==> src/design/bdg_pkg.sv <==
// Shared types and constants for the big digit glyph emitter.
package bdg_pkg;

  localparam int GLYPH_PITCH = 24;
  localparam int MAX_CHARS   = 11;
  localparam int NUM_DIGITS  = 10;
  localparam int MAG_BITS    = 32;
  localparam int BCD_BITS    = 4 * NUM_DIGITS;

  localparam logic [3:0] MINUS_GLYPH   = 4'd10;
  localparam logic [3:0] DEFAULT_WIDTH = 4'd4;

  localparam logic REG_FIELD_DIGITS   = 1'b0;
  localparam logic REG_PALETTE_SELECT = 1'b1;

  typedef enum logic {
    ST_IDLE,
    ST_CONV
  } state_t;

  // One converted number, handed from the front end to the glyph sequencer.
  typedef struct packed {
    logic [BCD_BITS-1:0] bcd;
    logic                neg;
    logic [11:0]         bx;
    logic [11:0]         by;
  } job_t;

endpackage

==> src/design/big_digit_glyph_emitter_core.sv <==
// Top level of the big digit glyph emitter: handshake, registers, conversion control.
//
// Renders a signed 32-bit value as a row of decimal glyph words (glyph code
// 0-9, or 10 for a minus sign), left to right, with last set on the final one.
// The text is right-aligned in a field of field_digits characters (0 means 4);
// text longer than the field keeps only its last characters, which can drop
// the sign. pos_x advances 24 pixels per field slot, total_width is the field
// width times 24, and pos_y and palette follow base_y and palette_select.
// Timing: after a word is accepted, the serial shift-and-add-3 converter takes
// one magnitude bit per cycle, its done strobe hands the digits to the glyph
// sequencer, and the sequencer then emits one glyph per cycle while out_ready
// is high. in_ready rises again once the last glyph is loaded into the output
// register. Write configuration only while the block is idle.
module big_digit_glyph_emitter_core (
  input  logic        clk,
  input  logic        rst,
  input  logic        cfg_we,
  input  logic        cfg_addr,
  input  logic [3:0]  cfg_wdata,
  input  logic        in_valid,
  output logic        in_ready,
  input  logic [31:0] value,
  input  logic [11:0] base_x,
  input  logic [11:0] base_y,
  output logic        out_valid,
  input  logic        out_ready,
  output logic [3:0]  glyph,
  output logic [12:0] pos_x,
  output logic [11:0] pos_y,
  output logic        palette,
  output logic [8:0]  total_width,
  output logic        last
);

  bdg_pkg::state_t state;
  bdg_pkg::state_t state_next;

  logic [3:0]  field_digits;
  logic        palette_select;
  logic [3:0]  width;
  logic        neg;
  logic [11:0] bx;
  logic [11:0] by;
  logic [31:0] mag;
  logic        accept;
  logic        conv_done;
  logic        seq_active;
  logic        seq_load;
  logic [bdg_pkg::BCD_BITS-1:0] bcd;
  bdg_pkg::job_t job;

  // Configuration registers; unknown indexes cannot occur with a 1-bit index.
  always_ff @(posedge clk) begin
    if (rst) begin
      field_digits   <= bdg_pkg::DEFAULT_WIDTH;
      palette_select <= 1'b0;
    end else if (cfg_we) begin
      unique case (cfg_addr)
        bdg_pkg::REG_FIELD_DIGITS:   field_digits   <= cfg_wdata;
        bdg_pkg::REG_PALETTE_SELECT: palette_select <= cfg_wdata[0];
        default: ;
      endcase
    end
  end

  // Zero width falls back to the default field.
  assign width = (field_digits == 4'd0) ? bdg_pkg::DEFAULT_WIDTH : field_digits;

  // Take the magnitude at accept; the most negative value maps to 2^31 exactly.
  assign mag    = value[31] ? (~value + 32'd1) : value;
  assign accept = in_valid && in_ready;

  // Next state.
  always_comb begin
    state_next = state;
    unique case (state)
      bdg_pkg::ST_IDLE: if (accept)    state_next = bdg_pkg::ST_CONV;
      bdg_pkg::ST_CONV: if (conv_done) state_next = bdg_pkg::ST_IDLE;
      default:          state_next = bdg_pkg::ST_IDLE;
    endcase
  end

  // Control outputs: hold off new words while glyphs are still to be loaded.
  always_comb begin
    in_ready = 1'b0;
    seq_load = 1'b0;
    unique case (state)
      bdg_pkg::ST_IDLE: in_ready = !seq_active;
      bdg_pkg::ST_CONV: seq_load = conv_done;
      default: ;
    endcase
  end

  always_ff @(posedge clk) begin
    if (rst) begin
      state <= bdg_pkg::ST_IDLE;
    end else begin
      state <= state_next;
    end
  end

  // Hold the position and sign for the whole conversion.
  always_ff @(posedge clk) begin
    if (accept) begin
      neg <= value[31];
      bx  <= base_x;
      by  <= base_y;
    end
  end

  bdg_dabble u_dabble (
    .clk   (clk),
    .rst   (rst),
    .start (accept),
    .mag   (mag),
    .done  (conv_done),
    .bcd   (bcd)
  );

  assign job.bcd = bcd;
  assign job.neg = neg;
  assign job.bx  = bx;
  assign job.by  = by;

  bdg_glyph_seq u_seq (
    .clk         (clk),
    .rst         (rst),
    .load        (seq_load),
    .job         (job),
    .width       (width),
    .palette_sel (palette_select),
    .active      (seq_active),
    .out_valid   (out_valid),
    .out_ready   (out_ready),
    .glyph       (glyph),
    .pos_x       (pos_x),
    .pos_y       (pos_y),
    .palette     (palette),
    .total_width (total_width),
    .last        (last)
  );

endmodule

==> src/design/bdg_dabble.sv <==
// Bit-serial binary to BCD converter (shift and add-3), one bit per cycle.
module bdg_dabble (
  input  logic                          clk,
  input  logic                          rst,
  input  logic                          start,
  input  logic [bdg_pkg::MAG_BITS-1:0]  mag,
  output logic                          done,
  output logic [bdg_pkg::BCD_BITS-1:0]  bcd
);

  logic [bdg_pkg::MAG_BITS-1:0] mag_sr;
  logic [bdg_pkg::BCD_BITS-1:0] bcd_sr;
  logic [bdg_pkg::BCD_BITS-1:0] bcd_adj;
  logic [4:0]                   cnt;
  logic                         busy;

  // Correct every digit of five or more before the shift.
  always_comb begin
    for (int i = 0; i < bdg_pkg::NUM_DIGITS; i++) begin
      if (bcd_sr[4*i +: 4] >= 4'd5) begin
        bcd_adj[4*i +: 4] = bcd_sr[4*i +: 4] + 4'd3;
      end else begin
        bcd_adj[4*i +: 4] = bcd_sr[4*i +: 4];
      end
    end
  end

  always_ff @(posedge clk) begin
    if (rst) begin
      busy <= 1'b0;
      done <= 1'b0;
      cnt  <= '0;
    end else begin
      done <= 1'b0;
      if (start) begin
        busy <= 1'b1;
        cnt  <= '0;
      end else if (busy) begin
        cnt <= cnt + 5'd1;
        if (cnt == 5'(bdg_pkg::MAG_BITS - 1)) begin
          busy <= 1'b0;
          done <= 1'b1;
        end
      end
    end
  end

  always_ff @(posedge clk) begin
    if (start) begin
      mag_sr <= mag;
      bcd_sr <= '0;
    end else if (busy) begin
      mag_sr <= {mag_sr[bdg_pkg::MAG_BITS-2:0], 1'b0};
      bcd_sr <= {bcd_adj[bdg_pkg::BCD_BITS-2:0], mag_sr[bdg_pkg::MAG_BITS-1]};
    end
  end

  assign bcd = bcd_sr;

endmodule

==> src/design/bdg_glyph_seq.sv <==
// Glyph sequencer: trims or aligns the text and emits one glyph word per step.
module bdg_glyph_seq (
  input  logic              clk,
  input  logic              rst,
  input  logic              load,
  input  bdg_pkg::job_t     job,
  input  logic [3:0]        width,
  input  logic              palette_sel,
  output logic              active,
  output logic              out_valid,
  input  logic              out_ready,
  output logic [3:0]        glyph,
  output logic [12:0]       pos_x,
  output logic [11:0]       pos_y,
  output logic              palette,
  output logic [8:0]        total_width,
  output logic              last
);

  logic [bdg_pkg::BCD_BITS-1:0] bcd;
  logic                         neg;
  logic [3:0]                   nd;
  logic [3:0]                   tix;
  logic [3:0]                   rem;
  logic [12:0]                  x;
  logic [11:0]                  by;

  logic [3:0]  ld_nd;
  logic [3:0]  ld_len;
  logic [3:0]  ld_first;
  logic [3:0]  ld_slot;
  logic [3:0]  ld_count;
  logic [12:0] ld_x;
  logic [3:0]  didx;
  logic [3:0]  cur_glyph;
  logic        step;

  // Count significant digits (at least one) and place the text in the field.
  always_comb begin
    ld_nd = 4'd1;
    for (int i = 1; i < bdg_pkg::NUM_DIGITS; i++) begin
      if (job.bcd[4*i +: 4] != 4'd0) begin
        ld_nd = 4'(i + 1);
      end
    end
    ld_len = ld_nd + {3'd0, job.neg};
    if (ld_len > width) begin
      ld_first = ld_len - width;
      ld_slot  = 4'd0;
    end else begin
      ld_first = 4'd0;
      ld_slot  = width - ld_len;
    end
    ld_count = ld_len - ld_first;
    ld_x     = {1'b0, job.bx} + 13'(ld_slot) * 13'(bdg_pkg::GLYPH_PITCH);
  end

  // Pick the character at the current text index.
  always_comb begin
    didx = neg ? (nd - tix) : (nd - 4'd1 - tix);
    case (didx)
      4'd0:    cur_glyph = bcd[3:0];
      4'd1:    cur_glyph = bcd[7:4];
      4'd2:    cur_glyph = bcd[11:8];
      4'd3:    cur_glyph = bcd[15:12];
      4'd4:    cur_glyph = bcd[19:16];
      4'd5:    cur_glyph = bcd[23:20];
      4'd6:    cur_glyph = bcd[27:24];
      4'd7:    cur_glyph = bcd[31:28];
      4'd8:    cur_glyph = bcd[35:32];
      4'd9:    cur_glyph = bcd[39:36];
      default: cur_glyph = 4'd0;
    endcase
    if (neg && tix == 4'd0) begin
      cur_glyph = bdg_pkg::MINUS_GLYPH;
    end
  end

  assign step = active && (!out_valid || out_ready);

  always_ff @(posedge clk) begin
    if (rst) begin
      active    <= 1'b0;
      out_valid <= 1'b0;
    end else begin
      if (step) begin
        out_valid <= 1'b1;
      end else if (out_ready) begin
        out_valid <= 1'b0;
      end
      if (load) begin
        active <= 1'b1;
      end else if (step && rem == 4'd1) begin
        active <= 1'b0;
      end
    end
  end

  always_ff @(posedge clk) begin
    if (load) begin
      bcd <= job.bcd;
      neg <= job.neg;
      nd  <= ld_nd;
      tix <= ld_first;
      rem <= ld_count;
      x   <= ld_x;
      by  <= job.by;
    end else if (step) begin
      tix <= tix + 4'd1;
      rem <= rem - 4'd1;
      x   <= x + 13'(bdg_pkg::GLYPH_PITCH);
    end
    if (step) begin
      glyph       <= cur_glyph;
      pos_x       <= x;
      pos_y       <= by;
      palette     <= palette_sel;
      total_width <= 9'(13'(width) * 13'(bdg_pkg::GLYPH_PITCH));
      last        <= (rem == 4'd1);
    end
  end

endmodule

==> config.mk <==
export PLATFORM = sky130hd
export DESIGN_NAME = big_digit_glyph_emitter_core
export DESIGN_NICKNAME = d
export VERILOG_FILES = /design/src/design/bdg_pkg.sv /design/src/design/big_digit_glyph_emitter_core.sv /design/src/design/bdg_dabble.sv /design/src/design/bdg_glyph_seq.sv
export SDC_FILE = /design/constraint.sdc
export NUM_CORES = 1
export LEC_CHECK = 0
export ABC_CLOCK_PERIOD_IN_PS = 5700
export BUFFER_PORTS_ARGS = -buffer_cell sky130_fd_sc_hd__buf_4
export CAP_MARGIN = 20
export CORE_ASPECT_RATIO = 1.25
export CORE_UTILIZATION = 50
export CTS_CLUSTER_DIAMETER = 30
export DETAILED_ROUTE_END_ITERATION = 12
export PLACE_DENSITY_LB_ADDON = 0.2
export RECOVER_POWER = 25
export REMOVE_ABC_BUFFERS = 1
export SYNTH_ARGS = -nofsm -noshare
export SYNTH_HDL_FRONTEND = slang
export SYNTH_SLANG_ARGS = --single-unit
==> constraint.sdc <==
create_clock -name clk -period 5.7 [get_ports clk]
set_clock_uncertainty 0.15 [all_clocks]
set_input_delay 1.14 -clock clk [delete_from_list [all_inputs] [get_ports clk]]
set_output_delay 1.14 -clock clk [all_outputs]
set_load 0.01 [all_outputs]
==> impl_metrics.json <==
{
  "maxClockFrequency_ghz": 0.182,
  "critical_path.endpoint_type": "register",
  "total_switching_power_mw": 1.37,
  "io_pins": 108,
  "die-width_um": 137,
  "final_stage_net_count": 1273,
  "setup_ws_ns": 0.220,
  "min_period_ns": 5.48,
  "cts_tree": "done",
  "pre_cts_ws_ns": -0.0313,
  "vdd.ir_drop.worst_mv": 0.299,
  "leakagePower_nw": 5.50,
  "clock_tree.root_cell": "clkbuf_16",
  "dpl.cell_count": 1379,
  "syn_inst": 1012,
  "start_util_pct": 51.0,
  "global_route.usage.total_pct": 19.5,
  "pin_count_of_the_biggest_net_entering_global_routing": 62,
  "synth-xor-area-share_pct": 6.18,
  "setup_violating_endpoint_count_in_the_final_report": 0,
  "largest_family_of_logic_cells_by_synthesized_area": "simple AND/OR/NAND/NOR gates",
  "drive_gt1_share_pct": 20.4,
  "post_synth_mux_area_share_pct": 5.20,
  "area_delta_synth_final_pct": 24.1,
  "dp_hpwl_um": 15100,
  "synth_ff_type": "edfxtp_1",
  "timing.max_slew.rel_slack_pct": 11.0,
  "totalNegativeSetupSlack_ns": 0,
  "sinks_on_clock_net": 227,
  "clk_pin_slew_worst_paths_ns": 0.06,
  "sw_frac_of_total_pct": 26.0,
  "min-delay-path-class": "register to register",
  "hold_violations": 0,
  "ys_seq_elements": 227,
  "timing.critical_path.arrival_ns": 5.60,
  "grt_pass1_vias": 7579,
  "grt_pass1_wl_um": 35800,
  "antennaDiodeCount": 0,
  "ys_seq_area_share_pct": 55.4,
  "cts_made_buffers": 45,
  "die_height_um": 170,
  "drc": 0,
  "floorplan.die_area_um2": 23200,
  "powerDensity_nw_per_um2": 375,
  "timing_worst_slew_pin_value_ns": 1.33,
  "power.share.combinational_pct": 15.9,
  "drv.max_cap_violation_count": 0,
  "synth_cell_types": 62,
  "synth_adder_area_share_pct": 7.14,
  "synth-edff-count": 172,
  "routed-via-count": 7759,
  "post_synthesis_simple_gate_area_fraction_pct": 12.1,
  "routed_wire_length_per_instance_um": 15.1,
  "totalWireLength_um": 22100,
  "critPathMaxFanout": 6,
  "drv_slew": 0,
  "violation_count_after_the_first_detailed_route_iteration": 344,
  "final_weighted_congestion_of_routability_driven_global_placement": 0.861,
  "antenna_violations_before_repair": 0,
  "std_cell_rows": 61,
  "routed_via_density": 5.29,
  "buffer_ports.inserted": 104,
  "internal_power_mw": 3.90,
  "postSynth.asyncResetShare_pct": 0,
  "clock_path_buffers": 3,
  "number_of_routed_nets_with_antenna_violations": 0,
  "regToRegSetupSlack_ns": 0.22,
  "ys.warnings.count": 0,
  "finalCritPeriodShare_pct": 96.1,
  "post_cts_hold_buffer_count": 0,
  "cts_htree_levels": 2,
  "core_area_um2": 22200,
  "sequentialPowerShare_pct": 35.4,
  "globalRouteOverflowTotal": 0,
  "timing.critical_path.required_ns": 5.82,
  "critPathKind": "register to register",
  "insertion_delay_ns": 0.53,
  "synth-compound-area-share_pct": 10.7,
  "power_frac_clock_pct": 48.7,
  "stdcell_count": 1466,
  "status": "finished, final reports clean",
  "firstDrtPassIters": 5,
  "avgSynthCellArea_um2": 11.2,
  "startpoint_type": "register",
  "netlist_area_um2": 11300
}
## sequential cells by signal (all words and copies together), names as in the netlist, 13 cells and up
name	count
u_seq.x	13
u_dabble.mag_sr	32
u_seq.bcd	40
u_dabble.bcd	40
u_seq.pos_x	13
## final cells by class
type / instances / area, µm²
Clock buffer: 52 / 1200
Fill cell: 1765 / 8160
Inverter: 56 / 210
Multi-Input combinational cell: 691 / 4760
Tap cell: 283 / 354
Sequential cell: 227 / 6270
Timing Repair Buffer: 125 / 943
Clock inverter: 32 / 308
## power groups by stage
stage                     combinational (mW)  clock (mW)  sequential [mW]
after floorplan                        0.575           0             1.90
after global placement                 0.768           0             1.89
after detailed placement               0.789           0             1.90
after CTS                              0.802        2.61             1.87
after global routing                   0.931        2.69             1.87
final                                  0.840        2.57             1.87
## cells in the final DEF, fill, tap and decap left out, drive strengths merged, types with 9 or more instances in the layout
cell and count:
clkbuf 81, nand3 20, o21ai 84, inv 67, xor2 48, nor2 87, dfxtp 55, nand2 99
ha 55, edfxtp 172, mux4 11, buf 96, nand2b 19, xnor2 31, clkinv 15, nor3 18
a21oi 76, mux2i 34, o31ai 9, nor3b 10
## synth_stat cells, types with 8 or more instances
cell type / instances / area, µm²
a21o_1: 8 / 60.1
a21oi_1: 76 / 380
and3_1: 8 / 50.1
clkbuf_1: 31 / 116
dfxtp_1: 55 / 1100
edfxtp_1: 172 / 5160
ha_1: 55 / 688
inv_1: 55 / 206
mux2i_1: 34 / 340
mux4_2: 11 / 248
nand2_1: 99 / 372
nand2b_1: 19 / 119
nand3_1: 18 / 90.1
nor2_1: 86 / 323
nor3_1: 18 / 90.1
nor3b_1: 10 / 75.1
o21ai_0: 69 / 345
o21ai_1: 15 / 75.1
xnor2_1: 30 / 263
xor2_1: 48 / 420
## worst max-delay path, cell delays in order (launching register included)
cell	delay, ns
dfxtp_2	0.36
inv_1	0.07
ha_1	0.23
nor3b_2	0.17
o21ai_0	0.18
a21oi_1	0.09
o21ai_1	0.18
a21boi_2	0.10
ha_1	0.20
ha_1	0.23
xnor2_2	0.18
inv_1	0.10
ha_4	0.30
nor2b_1	0.14
o21ai_1	0.10
a22oi_2	0.34
nand2b_4	0.20
ha_1	0.25
or3_1	0.40
a221oi_2	0.29
ha_1	0.31
a31o_2	0.23
and3_1	0.18
o31a_1	0.23
## logic make-up (layout without fill, tap and decap cells)
| group | after synthesis | in the layout |
|---|---|---|
| flip-flops | 227 | 227 |
| XOR/XNOR | 79 | 79 |
| AO/OA/AOI/OAI | 211 | 211 |
| adder cells (fa/ha/maj) | 61 | 61 |
| AND/OR/NAND/NOR | 292 | 292 |
| buffers and inverters | 96 | 265 |
| multiplexers | 45 | 45 |
| other | 1 | 3 |
## through the flow
step / area, µm² / power [mW] / utilization (%) / hold slack (ns)
floorplan: 11200 / 2.47 / - / 0.250
CTS: 14000 / 5.28 / 62.9 / 0.266
finish: 14100 / 5.27 / 63.3 / 0.266
detailed placement: 12400 / 2.69 / 56.0 / 0.255
global route: 14100 / 5.49 / 63.3 / 0.272
global placement: 12400 / 2.66 / 56.0 / 0.251
## worst paths after layout
path,start,end,cells past startpoint
max,u_dabble.bcd[4]$_SDFFE_PP0P_,u_seq.x[10]$_DFFE_PP_,23
min,by[0]$_DFFE_PP_,u_seq.by[0]$_DFFE_PP_,0
max reg2reg,u_dabble.bcd[4]$_SDFFE_PP0P_,u_seq.x[10]$_DFFE_PP_,23
min reg2reg,by[0]$_DFFE_PP_,u_seq.by[0]$_DFFE_PP_,0
## layer usage
metal | global-route usage [%] | vias up | wire [µm]
met5 | 0 | - | 0
met2 | 36.1 | 143 | 11600
met4 | 6.18 | 0 | 442
met3 | 3.57 | 33 | 832
li1 | - | 3888 | -
met1 | 22.2 | 3695 | 9220
## repair_timing
item / in CTS / in global routing
pin swaps: 0 / 3
resized for setup: 1 / 18
setup buffers: 0 / 2
endpoints found under the setup margin: 3 / 6
No activity file was read; power rests on OpenSTA's default activity.
